**src/mbs_pkg.sv**
```systemverilog
// shared constants and types for the mesh bounding sphere block
// no dependencies; used by mesh_bounding_sphere_top, mbs_checker and the testbench top
package mbs_pkg;

    // field and register widths
    localparam int FIELD_W       = 32;
    localparam int OFFSET_W      = 4;
    localparam int STRIDE_W      = 5;
    localparam int CFG_INDEX_W   = 2;
    localparam int CFG_DATA_W    = 32;

    // parameter defaults
    localparam int COORD_WIDTH_DEF = 32;
    localparam int MAX_STRIDE_DEF  = 16;

    // stride limits and reset values
    localparam int STRIDE_MIN    = 3;
    localparam int STRIDE_RESET  = 3;

    // configuration register indexes
    typedef enum logic [CFG_INDEX_W-1:0] {
        REG_POSITION_OFFSET = 2'd0,
        REG_VERTEX_STRIDE   = 2'd1
    } t_reg_index;

    // sequencer states
    typedef enum logic [3:0] {
        S_IDLE   = 4'b0001,
        S_SQUARE = 4'b0010,
        S_ROOT   = 4'b0100,
        S_OUT    = 4'b1000
    } t_state;

endpackage

```
**src/mesh_bounding_sphere_top.sv**
```systemverilog
// bounding sphere of a mesh's vertex positions, one buffer word per beat; uses mbs_pkg
// throughput: one word per cycle while o_in_stall is low; the last word starts squaring on one
// shared multiplier, then a bit-serial square root
// o_out_valid rises when the square root ends, or in the cycle after the last word is taken
// when the mesh held no valid position
// input stalls from the last word until the result beat is taken; reset: sync active low
module mesh_bounding_sphere_top #(
    parameter int COORD_WIDTH = mbs_pkg::COORD_WIDTH_DEF,
    parameter int MAX_STRIDE  = mbs_pkg::MAX_STRIDE_DEF
) (
    input  logic                               i_clk,
    input  logic                               i_rst_n,
    // configuration write channel
    input  logic                               i_cfg_valid,
    output logic                               o_cfg_ready,
    input  logic [mbs_pkg::CFG_INDEX_W-1:0]    i_cfg_index,
    input  logic [mbs_pkg::CFG_DATA_W-1:0]     i_cfg_data,
    // word input channel
    input  logic                               i_in_valid,
    output logic                               o_in_stall,
    input  logic signed [mbs_pkg::FIELD_W-1:0] i_word,
    input  logic                               i_last,
    // result channel
    output logic                               o_out_valid,
    input  logic                               i_out_stall,
    output logic signed [mbs_pkg::FIELD_W-1:0] o_center_x,
    output logic signed [mbs_pkg::FIELD_W-1:0] o_center_y,
    output logic signed [mbs_pkg::FIELD_W-1:0] o_center_z,
    output logic [mbs_pkg::FIELD_W-1:0]        o_radius,
    output logic                               o_no_vertices
);

    localparam int CW = COORD_WIDTH;
    localparam int FW = mbs_pkg::FIELD_W;
    localparam int PW = (MAX_STRIDE > 16) ? $clog2(MAX_STRIDE) : 4;
    localparam int SW = PW + 1;
    localparam int QW = CW + 1;
    localparam int RW = 2 * QW;
    localparam int IW = $clog2(QW);

    localparam logic signed [CW-1:0] C_MIN = {1'b1, {(CW-1){1'b0}}};
    localparam logic signed [CW-1:0] C_MAX = {1'b0, {(CW-1){1'b1}}};

    // registers
    mbs_pkg::t_state              r_state, n_state;
    logic [mbs_pkg::OFFSET_W-1:0] r_pos_offset, n_pos_offset;
    logic [mbs_pkg::STRIDE_W-1:0] r_stride, n_stride;
    logic [PW-1:0]                r_phase, n_phase;
    logic                         r_seen, n_seen;
    logic signed [CW-1:0]         r_held_x, n_held_x;
    logic signed [CW-1:0]         r_held_y, n_held_y;
    logic signed [CW-1:0]         r_low [3];
    logic signed [CW-1:0]         n_low [3];
    logic signed [CW-1:0]         r_high [3];
    logic signed [CW-1:0]         n_high [3];
    logic                         r_any_valid, n_any_valid;
    logic [1:0]                   r_axis, n_axis;
    logic [IW-1:0]                r_iter, n_iter;
    logic [2*CW-1:0]              r_prod, n_prod;
    logic [RW-1:0]                r_acc, n_acc;
    logic [QW+1:0]                r_rem, n_rem;
    logic [QW-1:0]                r_root, n_root;
    logic signed [FW-1:0]         r_center [3];
    logic signed [FW-1:0]         n_center [3];
    logic [FW-1:0]                r_radius, n_radius;
    logic                         r_no_vertices, n_no_vertices;

    // datapath helpers
    logic                         in_fire;
    logic                         out_fire;
    logic signed [CW-1:0]         word_c;
    logic [SW-1:0]                stride_raw;
    logic [SW-1:0]                stride_eff;
    logic [SW-1:0]                phase_inc;
    logic                         take_vertex;
    logic                         vertex_ok;
    logic signed [CW-1:0]         vtx [3];
    logic signed [CW-1:0]         acc_low [3];
    logic signed [CW-1:0]         acc_high [3];
    logic signed [CW:0]           diff_c;
    logic [CW-1:0]                dist_c;
    logic [2*CW-1:0]              square_c;
    logic signed [CW:0]           mid_sum [3];
    logic signed [CW:0]           mid_half [3];
    logic [QW+1:0]                rem_sh;
    logic [QW+1:0]                trial;
    logic                         root_ge;

    // handshakes
    assign o_cfg_ready = 1'b1;
    assign o_in_stall  = (r_state != mbs_pkg::S_IDLE);
    assign o_out_valid = (r_state == mbs_pkg::S_OUT);
    assign in_fire     = i_in_valid && !o_in_stall;
    assign out_fire    = o_out_valid && !i_out_stall;

    // result fields
    assign o_center_x    = r_center[0];
    assign o_center_y    = r_center[1];
    assign o_center_z    = r_center[2];
    assign o_radius      = r_radius;
    assign o_no_vertices = r_no_vertices;

    // incoming coordinate and saturated stride
    assign word_c     = signed'(i_word[CW-1:0]);
    assign stride_raw = SW'(r_stride);
    always_comb begin
        if (stride_raw < SW'(mbs_pkg::STRIDE_MIN)) begin
            stride_eff = SW'(mbs_pkg::STRIDE_MIN);
        end else if (stride_raw > SW'(MAX_STRIDE)) begin
            stride_eff = SW'(MAX_STRIDE);
        end else begin
            stride_eff = stride_raw;
        end
    end
    assign phase_inc = SW'(r_phase) + SW'(1);

    // vertex check and box update for a z word
    assign take_vertex = r_seen && (r_phase == PW'(2));
    assign vtx[0]      = r_held_x;
    assign vtx[1]      = r_held_y;
    assign vtx[2]      = word_c;
    assign vertex_ok   = take_vertex && (r_held_x != C_MIN) && (r_held_y != C_MIN)
                         && (word_c != C_MIN);
    always_comb begin
        for (int a = 0; a < 3; a++) begin
            acc_low[a]  = (vertex_ok && (vtx[a] < r_low[a]))  ? vtx[a] : r_low[a];
            acc_high[a] = (vertex_ok && (vtx[a] > r_high[a])) ? vtx[a] : r_high[a];
        end
    end

    // shared multiplier input: extent of the selected axis
    always_comb begin
        unique case (r_axis)
            2'd0:    diff_c = {r_high[0][CW-1], r_high[0]} - {r_low[0][CW-1], r_low[0]};
            2'd1:    diff_c = {r_high[1][CW-1], r_high[1]} - {r_low[1][CW-1], r_low[1]};
            2'd2:    diff_c = {r_high[2][CW-1], r_high[2]} - {r_low[2][CW-1], r_low[2]};
            default: diff_c = '0;
        endcase
    end
    assign dist_c   = diff_c[CW-1:0];
    assign square_c = {{CW{1'b0}}, dist_c} * {{CW{1'b0}}, dist_c};

    // floored midpoints
    always_comb begin
        for (int a = 0; a < 3; a++) begin
            mid_sum[a]  = {r_low[a][CW-1], r_low[a]} + {r_high[a][CW-1], r_high[a]};
            mid_half[a] = mid_sum[a] >>> 1;
        end
    end

    // one restoring square root step, two radicand bits per cycle
    assign rem_sh  = {r_rem[QW-1:0], r_acc[RW-1:RW-2]};
    assign trial   = {r_root, 2'b01};
    assign root_ge = (rem_sh >= trial);

    // sequencer and next state
    always_comb begin
        n_state       = r_state;
        n_pos_offset  = r_pos_offset;
        n_stride      = r_stride;
        n_phase       = r_phase;
        n_seen        = r_seen;
        n_held_x      = r_held_x;
        n_held_y      = r_held_y;
        n_low         = r_low;
        n_high        = r_high;
        n_any_valid   = r_any_valid;
        n_axis        = r_axis;
        n_iter        = r_iter;
        n_prod        = r_prod;
        n_acc         = r_acc;
        n_rem         = r_rem;
        n_root        = r_root;
        n_center      = r_center;
        n_radius      = r_radius;
        n_no_vertices = r_no_vertices;

        // register writes
        if (i_cfg_valid && o_cfg_ready) begin
            unique case (i_cfg_index)
                mbs_pkg::REG_POSITION_OFFSET:
                    n_pos_offset = i_cfg_data[mbs_pkg::OFFSET_W-1:0];
                mbs_pkg::REG_VERTEX_STRIDE:
                    n_stride = i_cfg_data[mbs_pkg::STRIDE_W-1:0];
                default: ;
            endcase
        end

        unique case (r_state)
            mbs_pkg::S_IDLE: begin
                if (in_fire) begin
                    // word phase tracking
                    if (!r_seen) begin
                        if (r_phase >= PW'(r_pos_offset)) begin
                            n_held_x = word_c;
                            n_seen   = 1'b1;
                            n_phase  = PW'(1);
                        end else begin
                            n_phase = r_phase + PW'(1);
                        end
                    end else begin
                        if (r_phase == PW'(0)) begin
                            n_held_x = word_c;
                        end else if (r_phase == PW'(1)) begin
                            n_held_y = word_c;
                        end
                        n_phase = (phase_inc >= stride_eff) ? '0 : phase_inc[PW-1:0];
                    end
                    n_low       = acc_low;
                    n_high      = acc_high;
                    n_any_valid = r_any_valid || vertex_ok;

                    // end of buffer: start the result
                    if (i_last) begin
                        n_phase     = '0;
                        n_seen      = 1'b0;
                        n_held_x    = '0;
                        n_held_y    = '0;
                        n_any_valid = 1'b0;
                        n_axis      = '0;
                        n_prod      = '0;
                        n_acc       = '0;
                        if (r_any_valid || vertex_ok) begin
                            n_no_vertices = 1'b0;
                            n_state       = mbs_pkg::S_SQUARE;
                        end else begin
                            n_no_vertices = 1'b1;
                            n_center[0]   = '0;
                            n_center[1]   = '0;
                            n_center[2]   = '0;
                            n_radius      = '0;
                            n_state       = mbs_pkg::S_OUT;
                        end
                    end
                end
            end
            mbs_pkg::S_SQUARE: begin
                // square one axis, add the previous square
                n_prod = square_c;
                n_acc  = r_acc + RW'(r_prod);
                n_axis = r_axis + 2'd1;
                if (r_axis == 2'd0) begin
                    for (int a = 0; a < 3; a++) begin
                        n_center[a] = FW'(signed'(mid_half[a][CW-1:0]));
                    end
                end
                if (r_axis == 2'd3) begin
                    for (int a = 0; a < 3; a++) begin
                        n_low[a]  = C_MAX;
                        n_high[a] = C_MIN;
                    end
                    n_rem   = '0;
                    n_root  = '0;
                    n_iter  = '0;
                    n_state = mbs_pkg::S_ROOT;
                end
            end
            mbs_pkg::S_ROOT: begin
                n_rem  = root_ge ? (rem_sh - trial) : rem_sh;
                n_root = {r_root[QW-2:0], root_ge};
                n_acc  = {r_acc[RW-3:0], 2'b00};
                n_iter = r_iter + IW'(1);
                if (r_iter == IW'(QW - 1)) begin
                    n_radius = FW'(n_root[QW-1:1]);
                    n_state  = mbs_pkg::S_OUT;
                end
            end
            mbs_pkg::S_OUT: begin
                if (out_fire) begin
                    n_state = mbs_pkg::S_IDLE;
                end
            end
            default: begin
                n_state = mbs_pkg::S_IDLE;
            end
        endcase
    end

    // control and box state
    always_ff @(posedge i_clk) begin
        if (!i_rst_n) begin
            r_state      <= mbs_pkg::S_IDLE;
            r_pos_offset <= '0;
            r_stride     <= mbs_pkg::STRIDE_W'(mbs_pkg::STRIDE_RESET);
            r_phase      <= '0;
            r_seen       <= 1'b0;
            r_held_x     <= '0;
            r_held_y     <= '0;
            r_any_valid  <= 1'b0;
            r_axis       <= '0;
            r_iter       <= '0;
            for (int a = 0; a < 3; a++) begin
                r_low[a]  <= C_MAX;
                r_high[a] <= C_MIN;
            end
        end else begin
            r_state      <= n_state;
            r_pos_offset <= n_pos_offset;
            r_stride     <= n_stride;
            r_phase      <= n_phase;
            r_seen       <= n_seen;
            r_held_x     <= n_held_x;
            r_held_y     <= n_held_y;
            r_any_valid  <= n_any_valid;
            r_axis       <= n_axis;
            r_iter       <= n_iter;
            r_low        <= n_low;
            r_high       <= n_high;
        end
    end

    // arithmetic and result registers
    always_ff @(posedge i_clk) begin
        r_prod        <= n_prod;
        r_acc         <= n_acc;
        r_rem         <= n_rem;
        r_root        <= n_root;
        r_center      <= n_center;
        r_radius      <= n_radius;
        r_no_vertices <= n_no_vertices;
    end

    // checks
    a_busy_after_last: assert property (@(posedge i_clk) disable iff (!i_rst_n)
        in_fire && i_last |=> o_in_stall)
        else $error("input taken right after last word");

    a_empty_zero: assert property (@(posedge i_clk) disable iff (!i_rst_n)
        o_out_valid && o_no_vertices |-> (o_radius == '0) && (o_center_x == '0)
        && (o_center_y == '0) && (o_center_z == '0))
        else $error("empty mesh result carries nonzero fields");

    a_box_order: assert property (@(posedge i_clk) disable iff (!i_rst_n)
        r_any_valid |-> (r_low[0] <= r_high[0]) && (r_low[1] <= r_high[1])
        && (r_low[2] <= r_high[2]))
        else $error("box corners out of order");

    a_root_count: assert property (@(posedge i_clk) disable iff (!i_rst_n)
        r_state == mbs_pkg::S_ROOT |-> r_iter <= IW'(QW - 1))
        else $error("square root step count overrun");

endmodule

```
**config.mk**
```make
export PLATFORM = sky130hd
export DESIGN_NAME = mesh_bounding_sphere_top
export DESIGN_NICKNAME = d
export VERILOG_FILES = /design/src/mbs_pkg.sv /design/src/mesh_bounding_sphere_top.sv
export SDC_FILE = /design/constraint.sdc
export NUM_CORES = 2
export LEC_CHECK = 0
export BUFFER_PORTS_ARGS = -buffer_cell sky130_fd_sc_hd__buf_2
export CORE_MARGIN = 4
export CORE_UTILIZATION = 35
export DETAILED_ROUTE_END_ITERATION = 6
export SETUP_SLACK_MARGIN = 0.5
export SLEW_MARGIN = 15
export SYNTH_ARGS = -nofsm -noshare
export SYNTH_HDL_FRONTEND = slang
export SYNTH_SLANG_ARGS = --single-unit
export TNS_END_PERCENT = 50
```
**constraint.sdc**
```tcl
create_clock -name i_clk -period 10.01 [get_ports i_clk]
set_clock_uncertainty 0.05 [all_clocks]
set_input_delay 2.5025 -clock i_clk [delete_from_list [all_inputs] [get_ports i_clk]]
set_output_delay 2.5025 -clock i_clk [all_outputs]
set_load 0.02 [all_outputs]
```
# Word-level counts from Yosys, hierarchy flattened
# Index checks and enable logic that the tools add are counted.
# totals
elab_cells	187
reg_bits	608
memories	0
inputBits	72
latchBits	0
romBits	0
out_inout_bits	132
ramBits	0
# classes
reduce_logical	43
n_div	0
bitwise_logic	0
mul	1
n_lt_le_gt_ge	11
shifts	0
addsub	12
eq_ne	30
mux	65
# op_table
operator	n
$mux 96	8
$mux 32	18
$pmux 96 s2	3
$pmux 66 s3	1
$mux 66	2
$pmux 33 s2	2
$mux 64	2
$pmux 64 s2	1
$add 32x32->33	3
$mux 33	3
$gt 32x32->1	3
$lt 32x32->1	3
$ne 32x32->1 const B	3
$pmux 32 s3	1
$sub 32x32->32	3
$add 66x64->66	1
$mul 32x32->64	1
$pmux 32 s2	1
$mux 4	10
$ge 35x35->1	1
$sub 33x33->33	1
$reduce_and 4->1	7
$ne 2x2->1 const B	13
$reduce_and 5->1	4
34 further kinds	67

# Logic depth before layout (Yosys ltp)
# depth
ltp_word	10
ltp_mapped	46
depth_no_buf	43

# Least setup slack after synthesis
# No wires, ideal clock.
# synth_path
path_kind	reg-to-reg
start	register r_low[5] in the netlist's numbering
end	register r_prod[63], data pin
stages_incl_launch_ff	41
n_path_buf	3
setup_slack_ns	-0.419
arrival_time_ns	10.231
period_less_slack_ns	10.429
setup_ns	0.148
required_time_ns	9.812
path_cell_list	dfxtp_1 -> inv_1 -> ha_1 -> buf_2 -> a21o_1 -> o41a_1 -> a211o_1 -> o41ai_4 -> o211ai_2 -> a31oi_1 -> xnor2_1 -> a221o_1 -> clkbuf_1 -> nand2_1 -> fa_1 -> inv_1 -> fa_1 -> fa_1 -> [... 5 more ...] -> fa_1 -> inv_1 -> fa_1 -> inv_1 -> ha_1 -> clkbuf_1 -> nand3_1 -> nor2_1 -> nand2_1 -> nor3_1 -> a21oi_1 -> or3_1 -> o311ai_1 -> a31o_2 -> a31oi_1 -> or4_1 -> a31o_2 -> mux2i_1
# synth_between
elab_chain_len	4
# synth_lines
item	line_no	rtl
start, declared	mesh_bounding_sphere_top.sv:52	logic signed [CW-1:0] r_low [3];
start signal, assigned	mesh_bounding_sphere_top.sv:307	r_low <= n_low;
$sub 32x32->32	mesh_bounding_sphere_top.sv:136	2'd2: diff_c = {r_high[2][CW-1], r_high[2]} - {r_low[2][CW-1], r_low[2]};
$pmux 32 s3	mesh_bounding_sphere_top.sv:133	unique case (r_axis)
$mul 32x32->64	mesh_bounding_sphere_top.sv:141	assign square_c = {{CW{1'b0}}, dist_c} * {{CW{1'b0}}, dist_c};
$pmux 64 s2	mesh_bounding_sphere_top.sv:189	unique case (r_state)
end signal, assigned	mesh_bounding_sphere_top.sv:314	r_prod <= n_prod;
end, declared	mesh_bounding_sphere_top.sv:59	logic [2*CW-1:0] r_prod, n_prod;
# No other way between the ends.
# A chain may end at the register's enable or synchronous reset.

# Worst setup path in the final report
# layout_path
start	register r_low[33] in the netlist's numbering
end	register r_prod[63], data pin
# layout_between
elab_chain_len	4
# layout_lines
item	line_no	rtl
$sub 32x32->32	mesh_bounding_sphere_top.sv:135	2'd1: diff_c = {r_high[1][CW-1], r_high[1]} - {r_low[1][CW-1], r_low[1]};
$pmux 32 s3	mesh_bounding_sphere_top.sv:133	
$mul 32x32->64	mesh_bounding_sphere_top.sv:141	
$pmux 64 s2	mesh_bounding_sphere_top.sv:189	
# No other way between the ends.

==> flow_metrics.tcl <==
set metrics [dict create \
    status "finished, violations left" \
    failed_checks "setup timing" \
    place_hpwl_mm 192 \
    r2r_setup_slack_ns -0.68 \
    yosys_most_used_dff "edfxtp_1" \
    arrival_ns 11.15 \
    synth_area_sq_um 70700 \
    synthArstFlopShare 0 \
    post-route-min-period_ns 10.69 \
    ant_nets 0 \
    rsz0062_at_grt "yes" \
    core-area_sq_um 200000 \
    slowest_stage "fa_2" \
    grt_usage 0.223 \
    grt_pass1_wl_mm 366 \
    placed_cells 11600 \
    final_nets 10700 \
    drv_slew 0 \
    use_met1 0.291 \
    cts_root_buf "clkbuf_16" \
    end_kind "flop" \
    power_density_nw_per_um2 93.2 \
    p_total_mw 8.25 \
    gp_congestion 0.975 \
    swShare 0.337 \
    setup_ws_ns -0.684 \
    switchingPower_mw 2.78 \
    critical_path.startpoint "r_low[33]$_SDFFE_PN1P_" \
    antenna_found_initial 7 \
    grt_max_degree 79 \
    rr_worst_depth 37 \
    synth.top_cells.by_area "fa_1 23%, edfxtp_1 14%, ha_1 13%" \
    die_y_um 457 \
    ioPinCount 204 \
    syn2layout_area_growth_pct 25.3 \
    synth_edf_count 324 \
    synth.top_cell.area_share 0.231 \
    initial_utilization 0.353 \
    overflow 0 \
    use_met3 0.0367 \
    p_comb_frac 0.286 \
    crit_path_max_incr_delay_ns 0.62 \
    top_usage_layer "met2" \
    synth_area_leader_cell "fa_1" \
    worst_pin_slew_ns 1.08 \
    cts_buffers 73 \
    clock_sinks 607 \
    critPathKind "flop to flop" \
    min_path_cells 2 \
    drc 0 \
    vias 60600 \
    cts_buffer_depth 3 \
    path_max_fanout 4 \
    power.internal_mw 5.48 \
    clkLatencyLatePin_ns 0.72 \
    numPortBuffers 175 \
    tns_ns -9.99 \
    hold_class "flop to flop" \
    max_slew_margin 0.270 \
    max-cap-violations 0 \
    drt_iter0_drc 4419 \
    cts_hold_buf 0 \
    syn-num-nets 9515 \
    htreeDepth 3 \
    yosys_warnings 0 \
    leakage_nw 43.6 \
    layout-drive-gt1-share 0.218 \
    wl_per_cell_um 20.0 \
    n_fill_cell 19400 \
    die_w_um 457 \
    cp.required_ns 10.46 \
    fin_crit_sh 1.07 \
    hold_violations 0 \
    wirelength_mm 236 \
    clk_pin_slew_ns 0.06 \
    firstDrtPassIters 6 \
    yosysMostFrequentCell "inv_1" \
    synthCells 7866 \
    rows 164 \
    pre_cts_slack_ns -1.05 \
    synth_commonest_cells "1316 x inv_1, 815 x fa_1, 762 x ha_1" \
    rr_startpoint "r_low[33]$_SDFFE_PN1P_" \
    finalSetupViolCount 27 \
    post-route-util 0.442 \
    sequentialPowerShare 0.368 \
    worstReg2RegEnd "r_prod[63]$_SDFFCE_PN0P_" \
    irDropWorstVdd_mv 0.116 \
    cpMostUsedCell "fa_1" \
    p_clk_frac 0.346 \
    max_freq_mhz 93.5 \
    avgSynthCellArea_sq_um 8.99 \
    min_to "r_low[63]$_SDFFE_PN0P_" \
    die_area_sq_um 209000 \
    grt_pass1_vias 63000 \
    synth-seq-cells 607 \
    ys_seq_area_frac 0.218 \
    ys_types 90 \
    avgViaCountPerCell 5.13 \
    grt_use_met2 0.367 \
    hold_start "r_low[63]$_SDFFE_PN0P_" \
    final_cells 11800 \
    setup.worst_path.start_class "flop" \
    cts_tree "done" \
]
==> flip-flops by register name, indices dropped and copies added (netlist names) <==
name and flops:
r_high 96, r_low 96, r_acc 66, r_prod 63, r_rem 33, r_root 33
o_center_x 32, o_center_y 32, o_center_z 32, o_radius 32, r_held_x 32, r_held_y 32
r_iter 6, r_stride 5, r_phase 4, r_pos_offset 4, r_state 4, r_axis 2
o_no_vertices 1, r_any_valid 1, r_seen 1
==> worst max-delay path: cells and delay by family, from the launching register on <==
kind	cells	cell delay, ns
mux	2	0.25
simple gates	8	1.62
buf+inv	4	0.50
fa+ha+maj	10	4.56
flops	1	0.37
compound gates	13	3.15
==> area by class of cell <==
class | instances | area, sq um | area share
multi-input cells | 5613 | 51100 | 0.577
flip-flops and latches | 607 | 15400 | 0.174
repair buffers | 1461 | 11200 | 0.126
inverters | 1333 | 5010 | 0.0565
well taps | 2656 | 3320 | 0.0375
clock buffers | 88 | 1980 | 0.0223
clock inverters | 46 | 566 | 0.00639
diodes | 6 | 15.0 | 0.000170
==> metrics by stage <==
stage	area [sq um]	hold WS, ns
3_3_place_gp	83400	0.416
5_1_grt	88600	0.463
3_5_place_dp	83400	0.425
4_1_cts	87100	0.438
2_1_floorplan	71100	0.389
6_report	88600	0.438
==> worst max path at each step <==
| stage | cells after the start | to | slack (ns) |
|---|---|---|---|
| 2_1_floorplan | 39 | r_prod[63]$_SDFFCE_PN0P_ | -0.14 |
| 3_3_place_gp | 39 | r_prod[63]$_SDFFCE_PN0P_ | -1.02 |
| 3_5_place_dp | 39 | r_prod[63]$_SDFFCE_PN0P_ | -1.05 |
| 4_1_cts | 47 | r_prod[62]$_SDFFCE_PN0P_ | -0.71 |
| 5_1_grt | 42 | r_prod[63]$_SDFFCE_PN0P_ | -0.93 |
| 6_report | 37 | r_prod[63]$_SDFFCE_PN0P_ | -0.68 |
==> routing by layer <==
metal  up-vias  part of all wire
li1      28500                 -
met5         -                 0
met4         0             0.046
met3       428             0.065
met1     29800              0.43
met2      1896              0.46
==> cells by family after synthesis <==
logic type      count (synthesis)  share of synthesized area
xor+xnor                      310                     0.0384
simple gates                 2139                      0.139
compound gates               1488                      0.137
mux                            98                     0.0139
buf+inv                      1646                     0.0879
other cells                     1                  0.0000530
flops                         607                      0.218
fa+ha+maj                    1577                      0.366
==> what timing repair did <==
action	in CTS	in global routing
buffers inserted	25	47
endpoints found under the setup margin	41	46
hold endpoints to repair	0	0
pin swaps	147	143
resized for setup	207	267
cloned	0	0
==> layout by cell type, fill, tap and decap left out, types with 45 or more instances in the layout <==
cell and count:
clkbuf_16 76, ha_1 729, edfxtp_1 324, mux2i_1 94
nand4_1 75, or3_1 45, o21bai_1 73, buf_2 174
nand2_1 580, nor2_1 723, a21o_1 231, inv_2 46
xnor2_1 200, nor2b_1 117, o21ai_0 288, nor3_1 147
a22oi_1 72, nand2b_1 92, nand3_1 65, buf_6 60
inv_1 1274, xor2_1 86, a21oi_1 354, buf_4 1194
fa_1 771, dfxtp_1 273
==> power groups by stage <==
stage	registers, mW	logic, mW	clock network [mW]
final	3.04	2.36	2.86
after global placement	3.08	2.28	0
after global routing	3.06	2.57	3.03
after CTS	3.04	2.34	2.93
after detailed placement	3.09	2.32	0
after floorplan	3.10	1.51	0
No activity file was read; power rests on OpenSTA's default activity.
